`src/hdl/mjd_pkg.sv`:
```
// Shared types, sizes and helpers for the multicore job dispatcher.
`timescale 1ns / 1ps
`default_nettype none

package mjd_pkg;

   localparam int CORE_COUNT  = 8;
   localparam int QUEUE_DEPTH = 16;

   localparam int OP_W    = 2;
   localparam int TAG_W   = 16;
   localparam int CORE_W  = 3;
   localparam int ACT_W   = 3;
   localparam int CNT_W   = 5;
   localparam int BUSY_W  = 4;
   localparam int LIMIT_W = 5;
   localparam int PTR_W   = (QUEUE_DEPTH > 1) ? $clog2(QUEUE_DEPTH) : 1;

   localparam int REQ_DATA_W = ((TAG_W + CORE_W + 7) / 8) * 8;
   localparam int RSP_DATA_W = ((TAG_W + CORE_W + CNT_W + BUSY_W + 7) / 8) * 8;

   localparam logic [LIMIT_W-1:0] LIMIT_RESET = LIMIT_W'(16);
   localparam logic [CNT_W-1:0]   DEPTH_CNT   = CNT_W'(QUEUE_DEPTH);

   typedef enum logic [OP_W-1:0] {
      OP_ARRIVE  = 2'd0,
      OP_END     = 2'd1,
      OP_TIMEOUT = 2'd2,
      OP_UNUSED  = 2'd3
   } mjd_op_type;

   typedef enum logic [ACT_W-1:0] {
      ACT_STARTED  = 3'd0,
      ACT_QUEUED   = 3'd1,
      ACT_DROPPED  = 3'd2,
      ACT_FINISHED = 3'd3,
      ACT_ABORTED  = 3'd4,
      ACT_IGNORED  = 3'd5
   } mjd_action_type;

   typedef enum logic [1:0] {
      ST_IDLE,
      ST_LOOKUP,
      ST_SECOND
   } mjd_state_type;

   // round-robin search result
   typedef struct packed {
      logic              found;
      logic [CORE_W-1:0] core;
   } mjd_pick_type;

   function automatic logic [BUSY_W-1:0] busy_total(input logic [CORE_COUNT-1:0] busy);
      logic [BUSY_W-1:0] n;
      n = '0;
      for (int i = 0; i < CORE_COUNT; i++) begin
         n = n + BUSY_W'(busy[i]);
      end
      return n;
   endfunction

endpackage

`default_nettype wire

```
`src/hdl/mjd_rr_pick.sv`:
```
// Round-robin idle core search starting after the last used core.
`timescale 1ns / 1ps
`default_nettype none

module mjd_rr_pick
   import mjd_pkg::*;
(
   input  wire logic [CORE_COUNT-1:0] busy,
   input  wire logic [CORE_W-1:0]     last_core,
   output mjd_pick_type               pick
);

   // highest offset first so the nearest idle core wins
   always_comb begin
      logic [CORE_W:0] pos;
      pick = '0;
      for (int n = CORE_COUNT; n >= 1; n--) begin
         pos = {1'b0, last_core} + (CORE_W + 1)'(n);
         if (pos >= (CORE_W + 1)'(CORE_COUNT)) begin
            pos = pos - (CORE_W + 1)'(CORE_COUNT);
         end
         if (!busy[pos[CORE_W-1:0]]) begin
            pick.found = 1'b1;
            pick.core  = pos[CORE_W-1:0];
         end
      end
   end

endmodule

`default_nettype wire

```
`src/hdl/multicore_job_dispatcher.sv`:
```
// Top level of the multicore job dispatcher.
`timescale 1ns / 1ps
`default_nettype none

// Dispatches tagged jobs over a pool of 8 cores with a 16-entry waiting FIFO.
// An arrival (tuser 0) starts on the next idle core after the last one used,
// else is queued, else dropped once queue_limit jobs wait (limit above 16
// acts as 16). A service end (tuser 1) or timeout (tuser 2) on a busy core
// reports finished/aborted and, if jobs wait, a second transfer starts the
// queue head; rsp_tlast marks the last result of each request. Other events
// give one "ignored" result. Flow: one request is in flight at a time; it
// is taken in IDLE, and the core-job and FIFO memories are read into
// registers at that transfer; in LOOKUP the first result is loaded into the
// output register once it is free, and a second result follows from SECOND
// the same way. The output register lets the next request be taken while
// the last result still waits.
// Memories need no clearing pass. Write queue_limit over csr only when idle.
module multicore_job_dispatcher
   import mjd_pkg::*;
(
   input  wire logic                  clock,
   input  wire logic                  reset,
   // request: tdata = job_tag[15:0], core_index[18:16], zero pad
   input  wire logic                  req_tvalid,
   output      logic                  req_tready,
   input  wire logic [REQ_DATA_W-1:0] req_tdata,
   // request: tuser = opcode[1:0]
   input  wire logic [OP_W-1:0]       req_tuser,
   // response: tdata = result_tag[15:0], result_core[18:16],
   //           waiting_length[23:19], busy_cores[27:24], zero pad
   output      logic                  rsp_tvalid,
   input  wire logic                  rsp_tready,
   output      logic [RSP_DATA_W-1:0] rsp_tdata,
   // response: tuser = action[2:0]
   output      logic [ACT_W-1:0]      rsp_tuser,
   output      logic                  rsp_tlast,
   // queue_limit register write
   input  wire logic                  csr_valid,
   output      logic                  csr_ready,
   input  wire logic [LIMIT_W-1:0]    csr_data
);

   // control state
   mjd_state_type           state_ff, state_in;
   logic [CORE_COUNT-1:0]   busy_ff, busy_in;
   logic [CORE_W-1:0]       last_ff, last_in;
   logic [PTR_W-1:0]        rd_ptr_ff, rd_ptr_in;
   logic [PTR_W-1:0]        wr_ptr_ff, wr_ptr_in;
   logic [CNT_W-1:0]        count_ff, count_in;
   logic [LIMIT_W-1:0]      limit_ff;

   // captured request
   logic [OP_W-1:0]         op_ff;
   logic [TAG_W-1:0]        tag_ff;
   logic [CORE_W-1:0]       ci_ff;

   // memories and registered read data
   logic [TAG_W-1:0]        job_mem [CORE_COUNT];
   logic [TAG_W-1:0]        wait_mem [QUEUE_DEPTH];
   logic [TAG_W-1:0]        job_rd_ff;
   logic [TAG_W-1:0]        head_rd_ff;

   // output register and held second result
   logic                    rsp_valid_ff;
   logic [RSP_DATA_W-1:0]   rsp_data_ff;
   logic [ACT_W-1:0]        rsp_act_ff;
   logic                    rsp_last_ff;
   logic [RSP_DATA_W-1:0]   pend_data_ff, pend_data_in;

   // step controls
   logic                    req_xfer;
   logic                    out_free;
   logic                    step_go;
   logic                    second_go;
   logic                    need_second;
   logic                    job_we;
   logic [CORE_W-1:0]       job_wa;
   logic [TAG_W-1:0]        job_wd;
   logic                    wait_we;
   logic [RSP_DATA_W-1:0]   res_data;
   logic [ACT_W-1:0]        res_act;
   logic                    res_last;

   mjd_pick_type            pick_arr, pick_ref;
   logic [CORE_COUNT-1:0]   busy_freed;
   logic [CNT_W-1:0]        limit_eff;

   assign req_xfer  = req_tvalid && req_tready;
   assign out_free  = !rsp_valid_ff || rsp_tready;
   assign csr_ready = 1'b1;

   assign rsp_tvalid = rsp_valid_ff;
   assign rsp_tdata  = rsp_data_ff;
   assign rsp_tuser  = rsp_act_ff;
   assign rsp_tlast  = rsp_last_ff;

   assign busy_freed = busy_ff & ~(CORE_COUNT'(1) << ci_ff);
   assign limit_eff  = (limit_ff > LIMIT_W'(QUEUE_DEPTH)) ? DEPTH_CNT : CNT_W'(limit_ff);

   mjd_rr_pick u_pick_arr (
      .busy      (busy_ff),
      .last_core (last_ff),
      .pick      (pick_arr)
   );

   // refill search runs with the event's core already freed
   mjd_rr_pick u_pick_ref (
      .busy      (busy_freed),
      .last_core (last_ff),
      .pick      (pick_ref)
   );

   // next state
   always_comb begin
      state_in = state_ff;
      unique case (state_ff)
         ST_IDLE:   if (req_xfer) state_in = ST_LOOKUP;
         ST_LOOKUP: if (out_free) state_in = need_second ? ST_SECOND : ST_IDLE;
         ST_SECOND: if (out_free) state_in = ST_IDLE;
         default:   state_in = ST_IDLE;
      endcase
   end

   // step outputs and state updates
   always_comb begin
      logic [CNT_W-1:0] cnt_less;
      cnt_less     = count_ff - CNT_W'(1);
      req_tready   = (state_ff == ST_IDLE);
      step_go      = (state_ff == ST_LOOKUP) && out_free;
      second_go    = (state_ff == ST_SECOND) && out_free;
      need_second  = 1'b0;
      busy_in      = busy_ff;
      last_in      = last_ff;
      rd_ptr_in    = rd_ptr_ff;
      wr_ptr_in    = wr_ptr_ff;
      count_in     = count_ff;
      job_we       = 1'b0;
      job_wa       = pick_arr.core;
      job_wd       = tag_ff;
      wait_we      = 1'b0;
      res_act      = ACT_IGNORED;
      res_last     = 1'b1;
      res_data     = '0;
      pend_data_in = pend_data_ff;

      if (op_ff == OP_ARRIVE) begin
         if (pick_arr.found) begin
            busy_in  = busy_ff | (CORE_COUNT'(1) << pick_arr.core);
            last_in  = pick_arr.core;
            job_we   = step_go;
            res_act  = ACT_STARTED;
            res_data = RSP_DATA_W'({busy_total(busy_in), count_ff, pick_arr.core, tag_ff});
         end else if (count_ff >= limit_eff) begin
            res_act  = ACT_DROPPED;
            res_data = RSP_DATA_W'({busy_total(busy_ff), count_ff, CORE_W'(0), tag_ff});
         end else begin
            wait_we   = step_go;
            wr_ptr_in = (wr_ptr_ff == PTR_W'(QUEUE_DEPTH - 1)) ? '0 : wr_ptr_ff + PTR_W'(1);
            count_in  = count_ff + CNT_W'(1);
            res_act   = ACT_QUEUED;
            res_data  = RSP_DATA_W'({busy_total(busy_ff), count_in, CORE_W'(0), tag_ff});
         end
      end else if (op_ff != OP_UNUSED && busy_ff[ci_ff]) begin
         res_act     = (op_ff == OP_END) ? ACT_FINISHED : ACT_ABORTED;
         need_second = (count_ff != '0);
         res_last    = !need_second;
         res_data    = RSP_DATA_W'({busy_total(busy_freed), count_ff, ci_ff, job_rd_ff});
         busy_in     = busy_freed;
         if (need_second) begin
            // freed core guarantees the search succeeds
            busy_in      = busy_freed | (CORE_COUNT'(1) << pick_ref.core);
            last_in      = pick_ref.core;
            rd_ptr_in    = (rd_ptr_ff == PTR_W'(QUEUE_DEPTH - 1)) ? '0 : rd_ptr_ff + PTR_W'(1);
            count_in     = cnt_less;
            job_we       = step_go;
            job_wa       = pick_ref.core;
            job_wd       = head_rd_ff;
            pend_data_in = RSP_DATA_W'({busy_total(busy_in), cnt_less, pick_ref.core,
                                        head_rd_ff});
         end
      end else begin
         res_data = RSP_DATA_W'({busy_total(busy_ff), count_ff,
                                 (op_ff == OP_UNUSED) ? CORE_W'(0) : ci_ff, TAG_W'(0)});
      end
   end

   // control registers
   always_ff @(posedge clock) begin
      if (reset) begin
         state_ff     <= ST_IDLE;
         busy_ff      <= '0;
         last_ff      <= '0;
         rd_ptr_ff    <= '0;
         wr_ptr_ff    <= '0;
         count_ff     <= '0;
         limit_ff     <= LIMIT_RESET;
         rsp_valid_ff <= 1'b0;
      end else begin
         state_ff <= state_in;
         if (csr_valid && csr_ready) limit_ff <= csr_data;
         if (step_go) begin
            busy_ff   <= busy_in;
            last_ff   <= last_in;
            rd_ptr_ff <= rd_ptr_in;
            wr_ptr_ff <= wr_ptr_in;
            count_ff  <= count_in;
         end
         if (step_go || second_go) begin
            rsp_valid_ff <= 1'b1;
         end else if (rsp_tready) begin
            rsp_valid_ff <= 1'b0;
         end
      end
   end

   // payload registers
   always_ff @(posedge clock) begin
      if (req_xfer) begin
         op_ff  <= req_tuser;
         tag_ff <= req_tdata[TAG_W-1:0];
         ci_ff  <= req_tdata[TAG_W +: CORE_W];
      end
      if (step_go) begin
         rsp_data_ff  <= res_data;
         rsp_act_ff   <= res_act;
         rsp_last_ff  <= res_last;
         pend_data_ff <= pend_data_in;
      end else if (second_go) begin
         rsp_data_ff <= pend_data_ff;
         rsp_act_ff  <= ACT_STARTED;
         rsp_last_ff <= 1'b1;
      end
   end

   // core job memory: read at request transfer, written when a job starts
   always_ff @(posedge clock) begin
      if (job_we) job_mem[job_wa] <= job_wd;
      if (req_xfer) job_rd_ff <= job_mem[req_tdata[TAG_W +: CORE_W]];
   end

   // waiting FIFO memory: head read at request transfer
   always_ff @(posedge clock) begin
      if (wait_we) wait_mem[wr_ptr_ff] <= tag_ff;
      if (req_xfer) head_rd_ff <= wait_mem[rd_ptr_ff];
   end

   // checks
   a_count_bound: assert property (@(posedge clock) disable iff (reset)
      count_ff <= DEPTH_CNT)
      else $error("waiting count above queue depth");

   a_take_lookup: assert property (@(posedge clock) disable iff (reset)
      req_xfer |=> state_ff == ST_LOOKUP)
      else $error("request transfer not followed by lookup");

   a_queue_grows: assert property (@(posedge clock) disable iff (reset)
      (step_go && res_act == ACT_QUEUED) |=> count_ff == $past(count_ff) + CNT_W'(1))
      else $error("queued job did not grow the queue");

   a_second_hold: assert property (@(posedge clock) disable iff (reset)
      state_ff == ST_SECOND |-> rsp_valid_ff && !rsp_last_ff)
      else $error("first of two results not pending during refill");

   a_busy_count: assert property (@(posedge clock) disable iff (reset)
      second_go |=> rsp_data_ff[TAG_W + CORE_W + CNT_W +: BUSY_W] == busy_total(busy_ff))
      else $error("refill result busy count mismatch");

endmodule

`default_nettype wire

```
`config.mk`:
```
export PLATFORM = sky130hd
export DESIGN_NAME = multicore_job_dispatcher
export DESIGN_NICKNAME = d
export VERILOG_FILES = /design/src/hdl/mjd_pkg.sv /design/src/hdl/mjd_rr_pick.sv /design/src/hdl/multicore_job_dispatcher.sv
export SDC_FILE = /design/constraint.sdc
export NUM_CORES = 1
export LEC_CHECK = 0
export BUFFER_PORTS_ARGS = -buffer_cell sky130_fd_sc_hd__buf_2
export CAP_MARGIN = 20
export CORE_UTILIZATION = 45
export DETAILED_ROUTE_END_ITERATION = 6
export PLACE_DENSITY = 0.62
export RECOVER_POWER = 50
export SLEW_MARGIN = 20
export SYNTH_ARGS = -nofsm -noshare
export SYNTH_HDL_FRONTEND = slang
export SYNTH_SLANG_ARGS = --single-unit
```
`constraint.sdc`:
```
create_clock -name clock -period 6.9 [get_ports clock]
set_clock_uncertainty 0.2 [all_clocks]
set_input_delay 1.38 -clock clock [delete_from_list [all_inputs] [get_ports clock]]
set_output_delay 1.38 -clock clock [all_outputs]
set_load 0.02 [all_outputs]
```
==> reports/results.ini <==
[worst_setup_path]
critPathArrivalTime_ns=6.80
crit_buf_inv=3
cpMostUsedCell=fa_1
critPathMaxFanout=39
path_class=flip-flop to flip-flop
path_delay_family=adder cells
slowest_delay_ns=0.58
slowest_stage=fa_1
end_kind=flip-flop
path_cells=buf_4 > ha_1 > xnor2_1 > mux4_2 > o31ai_1 > a311oi_1 > a221oi_2 > and3_1 > and2_1 > nor2_1 > fa_1 > fa_1 > fa_1 > inv_1 > ha_1 > inv_1 > fa_1 > xor2_1 > nor2_1 > a21oi_1 > mux2i_1 > mux2_2
crit_path_start_kind=flip-flop
cp.required_ns=7.05

[global_route]
grt_max_degree=56
grt_pass1_wl_um=83100
track_usage_pct=21.09
antenna_found_initial=0
grt_pass1_vias=13185
gr-total-overflow=0

[clock_network]
path_clk_slew_ns=0.07
clk_path_buf_depth=3
clock_latency_ns=0.61
numCtsBuffers=53
clock-sinks=529
htreeDepth=2
cts-resized-gates=0
post_cts.repair.setup_buffers=0
cts_tree=yes
hold_buffers=0
clock-root-buffer=clkbuf_16

[placement]
gp_congestion=0.8636
dp_cells=2165
place_area_um2=24770
io_buffer_count=64
pre_cts_ws_ns=0.3278
dp_hpwl_um=33470

[timing]
hold-worst-slack_ns=0.2496
rsz0062_at_grt=false
final_hold_viol_count=0
worst_slew_margin_rel_pct=-123.4
fin_crit_sh_pct=96.33
fin_tns_setup_ns=0
finalWorstSetupSlack_ns=0.2535
min_period_ns=6.646
final-setup-viol-count=0
tightest_slew_ns=3.351
maxSlewViolCount=208
fmaxAchievable_mhz=150.5

[synth]
ys_warn_count=0
synth_edf_count=497
ys.flop_type=edfxtp_1
synth_compound_area_share_pct=5.835
syn_area_um2=23480
ys_ff_latch=529
synth-xor-area-share_pct=0.9698
synth-seq-area-share_pct=66.29
ys_types=80
ys_async_sr_fraction_pct=0
synth_simple_gate_area_share_pct=6.645
syn_area_per_cell_um2=16.16
postSynthCellCount=1453
synth_top_family_by_area=multiplexers
synth-adder-area-share_pct=2.686
muxShareOfSynthArea_pct=14.91

[routing]
avgViaCountPerCell=5.839
routed_wl_um=54930
drc_errors=0
drt_iter0_drc=1420
num_vias=13207
drt_pre_antenna_iters=6
wl_per_cell_um=24.28
ant_nets=0

[final_layout]
final_cell_count_no_fill=2262
layout.nets=1618
num_antenna_cells=0
most-common-layout-cells=edfxtp_1 (497), mux4_2 (130), nand2_1 (119)
final_common_cell=edfxtp_1
stdcell_area_um2=26320
area_growth_pct=12.10
layout-drive-gt1-share_pct=22.00

[die]
start_util_pct=45.68
coreArea_um2=51410
die-area_um2=53100
fp-row-count=83
die_x_um=230.4
fp.dieH_um=230.4
io_pins=75

[job]
cap_violations=7

[pwr]
ir_worst_vdd_v=0.0002687
power.density_nw_per_um2=255.7
p_leak_nw=8.595

[run_status]
violations=capacitance limit, slew limit
status=finished with violations

[hold_path]
min_path_type=flip-flop to flip-flop

worst register-to-register path, stage by stage, from the launching register on:
cell and delay [ns]:
dfxtp_1 0.33, buf_4 0.39, ha_1 0.48, xnor2_1 0.34
mux4_2 0.44, o31ai_1 0.27, a311oi_1 0.18, a221oi_2 0.34
and3_1 0.32, and2_1 0.20, nor2_1 0.07, fa_1 0.58
fa_1 0.44, fa_1 0.46, inv_1 0.07, ha_1 0.15
inv_1 0.06, fa_1 0.37, xor2_1 0.16, nor2_1 0.05
a21oi_1 0.14, mux2i_1 0.08, mux2_2 0.28
kinds of logic after synthesis:
logic type               Yosys count
AO/OA/AOI/OAI                    191
other                              2
XOR/XNOR                          26
buffers and inverters            145
multiplexers                     184
flip-flops                       529
adder cells (fa/ha/maj)           42
AND/OR/NAND/NOR                  334
path summary, 6_finish.rpt:
path                      start              end  slack (ns)  cells after the start
setup / recovery     last_ff[0]    rsp_tdata[26]        0.25                     22
hold / removal    head_rd_ff[2]  pend_data_ff[2]        0.25                      0
setup reg to reg     last_ff[0]    rsp_tdata[26]        0.25                     22
hold reg to reg   head_rd_ff[2]  pend_data_ff[2]        0.25                      0
synth_stat cells, types with 3 or more instances:
cell type / count / area (um2)
edfxtp_1: 497 / 14920
mux4_2: 130 / 2928
nand2_1: 119 / 446.7
nor2_1: 98 / 367.9
clkbuf_1: 54 / 202.7
inv_1: 50 / 187.7
a21oi_1: 45 / 225.2
dfxtp_1: 32 / 640.6
o21ai_0: 30 / 150.1
ha_1: 28 / 350.3
mux2_2: 27 / 304.0
mux2i_1: 27 / 270.3
nand3_1: 22 / 110.1
a221oi_1: 21 / 183.9
nor3_1: 19 / 95.09
buf_1: 17 / 63.81
fa_1: 14 / 280.3
nor2b_1: 14 / 87.58
xnor2_1: 14 / 122.6
xor2_1: 12 / 105.1
a21o_1: 10 / 75.07
and2_1: 10 / 62.56
nand2b_1: 10 / 62.56
a31oi_1: 9 / 56.30
buf_4: 8 / 60.06
nand3b_1: 8 / 60.06
a22oi_1: 7 / 52.55
buf_2: 7 / 35.03
o22ai_1: 7 / 43.79
a211oi_1: 6 / 45.04
a32oi_1: 6 / 52.55
and3_1: 5 / 31.28
a221o_1: 4 / 40.04
nor3b_1: 4 / 30.03
o221ai_1: 4 / 35.03
o22a_1: 4 / 35.03
a31o_2: 3 / 26.28
buf_6: 3 / 33.78
nand4_1: 3 / 18.77
o31ai_1: 3 / 22.52
or3_1: 3 / 18.77
or3b_1: 3 / 26.28
or3b_2: 3 / 26.28
state kept, by name, summed over array words and instances, names as in the netlist, 2 cells and up:
register	count
wr_ptr_ff	4
rsp_tuser	3
last_ff	3
pend_data_ff	28
job_mem	128
ci_ff	3
limit_ff	5
count_ff	5
busy_ff	8
state_ff	2
op_ff	2
tag_ff	16
head_rd_ff	16
rsp_tdata	28
rd_ptr_ff	4
job_rd_ff	16
wait_mem	256
final cells by class:
| cell class | count | area, um2 |
|---|---|---|
| clock buffer | 63 | 1374 |
| clock inverter | 34 | 264.0 |
| fill | 4216 | 25080 |
| inverter | 54 | 202.7 |
| multi-input combinational | 782 | 7396 |
| sequential | 529 | 15570 |
| tap | 680 | 850.8 |
| timing repair buffer | 120 | 669.4 |
stage by stage:
step | utilization, % | total power, mW
2_1_floorplan | - | 3.948
6_report | 51.21 | 6.730
3_5_place_dp | 48.18 | 4.093
3_3_place_gp | 48.18 | 4.088
5_1_grt | 51.21 | 6.948
4_1_cts | 51.36 | 6.791
power by group:
part	switching, mW	internal [mW]
clock	1.20	1.50
combinational	0.257	0.153
sequential	0.0562	3.56
total	1.52	5.21
layer usage:
metal | up-vias | routed length [um] | GRT usage, %
li1 | 5881 | - | -
met1 | 6780 | 23530 | 29.73
met2 | 467 | 26680 | 34.40
met3 | 79 | 3504 | 3.051
met4 | 0 | 1212 | 5.691
met5 | - | 0 | 0
Note: power is estimated with default switching activity, not from simulation.
